<file path="config.mk">
export PLATFORM = sky130hd
export DESIGN_NAME = qmi_ctrl
export DESIGN_NICKNAME = d
export VERILOG_FILES = /design/src/qmi_pkg.sv /design/src/qmi_ctrl.sv
export SDC_FILE = /design/constraint.sdc
export NUM_CORES = 1
export LEC_CHECK = 0
export BUFFER_PORTS_ARGS = -buffer_cell sky130_fd_sc_hd__buf_4
export CAP_MARGIN = 40
export CORE_ASPECT_RATIO = 0.5
export CORE_MARGIN = 2
export CORE_UTILIZATION = 54
export CTS_CLUSTER_SIZE = 40
export DETAILED_ROUTE_END_ITERATION = 10
export GPL_TIMING_DRIVEN = 1
export HOLD_SLACK_MARGIN = 0.08
export PLACE_DENSITY = 0.9
export SETUP_SLACK_MARGIN = 0.1
export SKIP_LAST_GASP = 1
export SYNTH_ARGS = -nofsm -noshare
export SYNTH_HDL_FRONTEND = slang
export SYNTH_SLANG_ARGS = --single-unit
</file>
<file path="constraint.sdc">
create_clock -name clk -period 13.37 [get_ports clk]
set_input_delay 1.337 -clock clk [delete_from_list [all_inputs] [get_ports clk]]
set_output_delay 1.337 -clock clk [all_outputs]
set_load 0.05 [all_outputs]
</file>
<file path="src/qmi_pkg.sv">
// Shared types and constants for the queue with middle insertion.
`default_nettype none
package qmi_pkg;

  // Default number of entries in each ring half
  localparam int DEFAULT_CAPACITY = 1024;

  // Fixed field widths
  localparam int CMD_W    = 2;
  localparam int DATA_W   = 32;
  localparam int STATUS_W = 2;
  localparam int OCC_W    = 11;

  // Command codes; the fourth code is a no-op
  typedef enum logic [CMD_W-1:0] {
    CMD_PUSH   = 2'd0,
    CMD_INSERT = 2'd1,
    CMD_POP    = 2'd2
  } cmd_t;

  // Result status codes
  typedef enum logic [STATUS_W-1:0] {
    ST_OK    = 2'd0,
    ST_EMPTY = 2'd1,
    ST_FULL  = 2'd2
  } status_t;

  // Sequencer phases: accept a command, then finish it
  typedef enum logic {
    PH_IDLE   = 1'b0,
    PH_FINISH = 1'b1
  } phase_t;

endpackage
`default_nettype wire

</file>
<file path="src/qmi_ctrl.sv">
// Ring pointer bookkeeping and two-phase sequencer for the two queue halves.
`default_nettype none
module qmi_ctrl #(
  parameter int CAPACITY = qmi_pkg::DEFAULT_CAPACITY
) (
  input  wire logic                          clk,
  input  wire logic                          rst,
  input  wire logic                          start,
  input  wire logic [qmi_pkg::CMD_W-1:0]     command,
  input  wire logic [qmi_pkg::DATA_W-1:0]    value,
  output logic                               busy,
  output logic                               done,
  output logic [qmi_pkg::DATA_W-1:0]         popped_value,
  output logic [qmi_pkg::STATUS_W-1:0]       status,
  output logic [qmi_pkg::OCC_W-1:0]          occupancy,
  output logic                               front_we,
  output logic [$clog2(CAPACITY)-1:0]        front_waddr,
  output logic [qmi_pkg::DATA_W-1:0]         front_wdata,
  output logic [$clog2(CAPACITY)-1:0]        front_raddr,
  input  wire logic [qmi_pkg::DATA_W-1:0]    front_rdata,
  output logic                               back_we,
  output logic [$clog2(CAPACITY)-1:0]        back_waddr,
  output logic [qmi_pkg::DATA_W-1:0]         back_wdata,
  output logic [$clog2(CAPACITY)-1:0]        back_raddr,
  input  wire logic [qmi_pkg::DATA_W-1:0]    back_rdata
);

  import qmi_pkg::*;

  localparam int IDX_W = $clog2(CAPACITY);
  localparam int CNT_W = $clog2(CAPACITY + 1);
  localparam int SUM_W = CNT_W + 1;

  // Ring index plus offset (offset at most CAPACITY), wrapped once
  function automatic logic [IDX_W-1:0] wrap_add(input logic [IDX_W-1:0] base,
                                                input logic [CNT_W-1:0] off);
    logic [SUM_W-1:0] sum;
    sum = SUM_W'(base) + SUM_W'(off);
    if (sum >= SUM_W'(CAPACITY)) begin
      sum = sum - SUM_W'(CAPACITY);
    end
    return sum[IDX_W-1:0];
  endfunction

  // Ring index plus one, wrapped
  function automatic logic [IDX_W-1:0] wrap_inc(input logic [IDX_W-1:0] idx);
    logic [IDX_W-1:0] res;
    if (idx == IDX_W'(CAPACITY - 1)) begin
      res = '0;
    end else begin
      res = idx + 1'b1;
    end
    return res;
  endfunction

  // Ring index minus one, wrapped
  function automatic logic [IDX_W-1:0] wrap_dec(input logic [IDX_W-1:0] idx);
    logic [IDX_W-1:0] res;
    if (idx == '0) begin
      res = IDX_W'(CAPACITY - 1);
    end else begin
      res = idx - 1'b1;
    end
    return res;
  endfunction

  phase_t           state, state_next;
  logic [IDX_W-1:0] fstart, fstart_next;
  logic [CNT_W-1:0] fcount, fcount_next;
  logic [IDX_W-1:0] bstart, bstart_next;
  logic [CNT_W-1:0] bcount, bcount_next;
  logic             pend_pop, pend_pop_next;
  logic             pend_move, pend_move_next;
  logic [IDX_W-1:0] ftail, ftail_next;
  status_t          status_q, status_next;
  logic [OCC_W-1:0] occ_q, occ_next;

  logic             accept;
  logic [SUM_W-1:0] total;
  logic             full;
  logic             balanced;
  logic             f_we0;
  logic [IDX_W-1:0] f_waddr0;

  assign accept   = (state == PH_IDLE) && start;
  assign total    = SUM_W'(fcount) + SUM_W'(bcount);
  assign full     = (total >= SUM_W'(CAPACITY));
  assign balanced = (fcount == bcount);

  // Heads are read every cycle; data is used in the finish phase
  assign front_raddr = fstart;
  assign back_raddr  = bstart;

  // First phase: update pointers, issue writes, note pending work
  always_comb begin
    fstart_next    = fstart;
    fcount_next    = fcount;
    bstart_next    = bstart;
    bcount_next    = bcount;
    pend_pop_next  = pend_pop;
    pend_move_next = pend_move;
    ftail_next     = ftail;
    status_next    = status_q;
    f_we0          = 1'b0;
    f_waddr0       = wrap_add(fstart, fcount);
    back_we        = 1'b0;
    back_waddr     = wrap_add(bstart, bcount);
    back_wdata     = value;
    if (accept) begin
      pend_pop_next  = 1'b0;
      pend_move_next = 1'b0;
      ftail_next     = wrap_add(fstart, fcount);
      status_next    = ST_OK;
      case (command)
        CMD_PUSH: begin
          if (full) begin
            status_next = ST_FULL;
          end else begin
            back_we = 1'b1;
            if (!balanced) begin
              bcount_next = bcount + 1'b1;
            end else if (bcount == '0) begin
              // Empty back half: the new value goes straight to the front tail
              f_we0       = 1'b1;
              fcount_next = fcount + 1'b1;
              bstart_next = wrap_inc(bstart);
            end else begin
              // Move the back head to the front tail in the finish phase
              pend_move_next = 1'b1;
              fcount_next    = fcount + 1'b1;
              bstart_next    = wrap_inc(bstart);
            end
          end
        end
        CMD_INSERT: begin
          if (full) begin
            status_next = ST_FULL;
          end else begin
            back_we    = 1'b1;
            back_waddr = wrap_dec(bstart);
            if (balanced) begin
              // The inserted value becomes the front tail at once
              f_we0       = 1'b1;
              fcount_next = fcount + 1'b1;
            end else begin
              bstart_next = wrap_dec(bstart);
              bcount_next = bcount + 1'b1;
            end
          end
        end
        CMD_POP: begin
          if (fcount == '0) begin
            status_next = ST_EMPTY;
          end else begin
            pend_pop_next = 1'b1;
            fstart_next   = wrap_inc(fstart);
            if (balanced) begin
              pend_move_next = 1'b1;
              bstart_next    = wrap_inc(bstart);
              bcount_next    = bcount - 1'b1;
            end else begin
              fcount_next = fcount - 1'b1;
            end
          end
        end
        default: begin
        end
      endcase
    end
  end

  assign occ_next = OCC_W'(SUM_W'(fcount_next) + SUM_W'(bcount_next));

  // Sequencer next state
  always_comb begin
    state_next = state;
    case (state)
      PH_IDLE: begin
        if (start) begin
          state_next = PH_FINISH;
        end
      end
      PH_FINISH: begin
        state_next = PH_IDLE;
      end
      default: begin
        state_next = PH_IDLE;
      end
    endcase
  end

  // Sequencer outputs and front write port
  always_comb begin
    busy        = 1'b0;
    done        = 1'b0;
    front_we    = f_we0;
    front_waddr = f_waddr0;
    front_wdata = value;
    case (state)
      PH_IDLE: begin
      end
      PH_FINISH: begin
        busy        = 1'b1;
        done        = 1'b1;
        front_we    = pend_move;
        front_waddr = ftail;
        front_wdata = back_rdata;
      end
      default: begin
      end
    endcase
  end

  // Result fields
  assign popped_value = pend_pop ? front_rdata : '0;
  assign status       = status_q;
  assign occupancy    = occ_q;

  // Control registers
  always_ff @(posedge clk) begin
    if (rst) begin
      state     <= PH_IDLE;
      fstart    <= '0;
      fcount    <= '0;
      bstart    <= '0;
      bcount    <= '0;
      pend_pop  <= 1'b0;
      pend_move <= 1'b0;
    end else begin
      state     <= state_next;
      fstart    <= fstart_next;
      fcount    <= fcount_next;
      bstart    <= bstart_next;
      bcount    <= bcount_next;
      pend_pop  <= pend_pop_next;
      pend_move <= pend_move_next;
    end
  end

  // Payload registers
  always_ff @(posedge clk) begin
    ftail    <= ftail_next;
    status_q <= status_next;
    if (accept) begin
      occ_q <= occ_next;
    end
  end

endmodule
`default_nettype wire

</file>
==> flow_summary.toml <==
[synth]
synth_top_area_share = 0.141
synth-main-ff-cell = "dfxtp_1"
syn_nets = 935
async_flop_share = 0
synth_edf_count = 23
yosysWarnings = 0
synth_top_area_cell = "dfxtp_1"
syn_area_um2 = 6400
ys_seq_area_frac = 0.249
syn_inst = 783
synth_area_per_cell_um2 = 8.17
synth_cell_type_count = 68
synth_area_leaders = "dfxtp_1 (14%), edfxtp_1 (11%), ha_1 (9.2%)"
ys_seq_elements = 68

[sta]
finalMaxSlewViolations = 0
max_freq_mhz = 184
setup_violations = 0
period_needed_ps = 5440
fin_skew_ps = 7.28
fin_setup_tns_ps = 0
min_period_over_period = 0.407
hold_viol_final = 0
setup_slack_ps = 7930
maxSlewHeadroom = 0.434
rsz0062_at_grt = "no"
worst_pin_slew_ps = 844

[drt]
drt_iter0_markers = 755
drc_errors = 0
drt-vias-per-instance = 5.98
wirelength_um = 21500
antenna_left = 0
first_pass_iters = 6
wl_per_cell_um = 18.8
dr_total_vias = 6868

[setup_path]
cp_data_arrival_time_ps = 4100
cp-start-kind = "register"
worstPathMaxFanout = 24
cp.required_ps = 12030
end_kind = "output pin"
path_class = "register to output pin"

[clocking]
cts_resized = 0
clk_pin_slew_ps = 50
cts_tree = "built"
ctsHoldBuffers = 0
htree_num_levels = 3
clock-root-buffer = "clkbuf_16"
cts_setup_buffers = 0
cts.sinks = 68
clock_latency_ps = 350
numCtsBuffers = 9
clk_path_buf_depth = 2

[placed_design]
dp_slack_ps = 8160
portBuffers = 253
post-dp-hpwl_um = 16800
place.gp.congestion = 1.04

[layout]
nets = 1130
mostFrequentLayoutCell = "buf_4"
final_cell_mix = "buf_4 (256), nor2_1 (66), nand2_1 (54)"
drive_gt1_frac = 0.336
fillers = 942
synthToLayoutAreaGrowth_pct = 31.2
num_antenna_cells = 0

[floorplanning]
row_count = 28
die_w_um = 158
pin_count = 254
die_h_um = 81.0
die-area_um2 = 12800
start_util = 0.547
coreArea_um2 = 11700

[grt]
grt_overflow = 0
grt_max_degree = 51
grt_pass1_wl_um = 32700
grt_pass1_vias = 6327
grt_use_total = 0.325
antenna_found_initial = 0

[run_status]
run_status = "finished, final reports clean"

[power]
peakVddDrop_mv = 0.0897
p_leak_nw = 3.85
powerDensity_nw_per_um2 = 116

[worst_hold_path]
hp-class = "register to register"

[job]
cap_violations = 0
[metrics by stage]
stage	std cells	hold slack, ps	utilization	power, W	cell area (um2)
finish	1148	453	0.718	0.000974	8400
global route	1148	493	0.718	0.00101	8400
CTS	1148	458	0.718	0.000966	8400
detailed placement	1132	450	0.693	0.000728	8100
global placement	1132	455	0.693	0.000721	8100
floorplan	783	436	-	0.000599	6400
[Yosys cell counts, types with 4 or more instances]
library cell / count
a211o_1: 4
a21oi_1: 49
nor2_1: 66
a31oi_1: 10
a211oi_1: 7
nor4_1: 10
a21o_1: 10
clkbuf_1: 27
nand3_1: 21
mux2_2: 38
buf_2: 6
or3_1: 15
nor2b_1: 25
a22oi_1: 5
dfxtp_1: 45
xor2_1: 19
and3_1: 15
nand2b_1: 8
nand4_1: 9
o21ai_0: 36
ha_1: 47
nor3_1: 23
inv_1: 28
edfxtp_1: 23
nand2_1: 54
and2_1: 35
mux2i_1: 6
xnor2_1: 30
o21ai_1: 4
o31ai_1: 11
fa_1: 4
buf_4: 35
[critical path: stages, from the launching register on]
cell,delay [ps]
dfxtp_1,420
ha_1,280
fa_1,350
a21o_1,200
a221oi_2,260
or3_1,170
nand4_2,560
nor3_2,910
nor2_1,110
a31oi_1,230
buf_4,250
[metal layers]
layer	vias up	wire, um	GRT usage	share of wire
met3	83	1990	0.0560	0.092
met1	3208	8660	0.414	0.40
met5	-	0	0	0
met4	0	886	0.163	0.041
li1	3178	-	-	-
met2	399	10000	0.539	0.46
[final cells by class]
cell class,count,area [um2],share of cell area
inverter,28,105,0.0125
multi-input combinational,615,4280,0.509
clock buffer,9,225,0.0268
sequential,68,1590,0.190
tap,165,206,0.0246
clock inverter,7,67.6,0.00805
timing repair buffer,256,1920,0.229
[report_power, final]
part | total, W | leakage, nW | switching, W | internal (W)
sequential | 0.000264 | 0.595 | 0.0000277 | 0.000237
clock | 0.000240 | 0.139 | 0.0000968 | 0.000143
combinational | 0.000470 | 3.12 | 0.000314 | 0.000157
[path summary, 6_finish.rpt]
kind	start	end	slack (ps)	cells after the start
setup / recovery	fcount[0]$_SDFF_PP0_	back_waddr[7]	7930	10
hold / removal	pend_move$_SDFFE_PP0P_	pend_move$_SDFFE_PP0P_	450	2
hold reg to reg	pend_move$_SDFFE_PP0P_	pend_move$_SDFFE_PP0P_	450	2
setup reg to reg	fcount[0]$_SDFF_PP0_	occupancy[10]$_DFFE_PP_	8110	20
[flip-flops by register name, summed over array words and instances (netlist names)]
register / cells
pend_pop: 1
pend_move: 1
fcount: 11
bcount: 11
front_raddr: 10
ftail: 10
state: 1
occupancy: 11
back_raddr: 10
status: 2
[logic make-up after synthesis]
logic type | synth area share
AO/OA/AOI/OAI | 0.169
AND/OR/NAND/NOR | 0.252
multiplexers | 0.0763
XOR/XNOR | 0.0671
buffers and inverters | 0.0827
flip-flops | 0.249
adder cells (fa/ha/maj) | 0.104
Note: power is estimated with default switching activity, not from simulation.
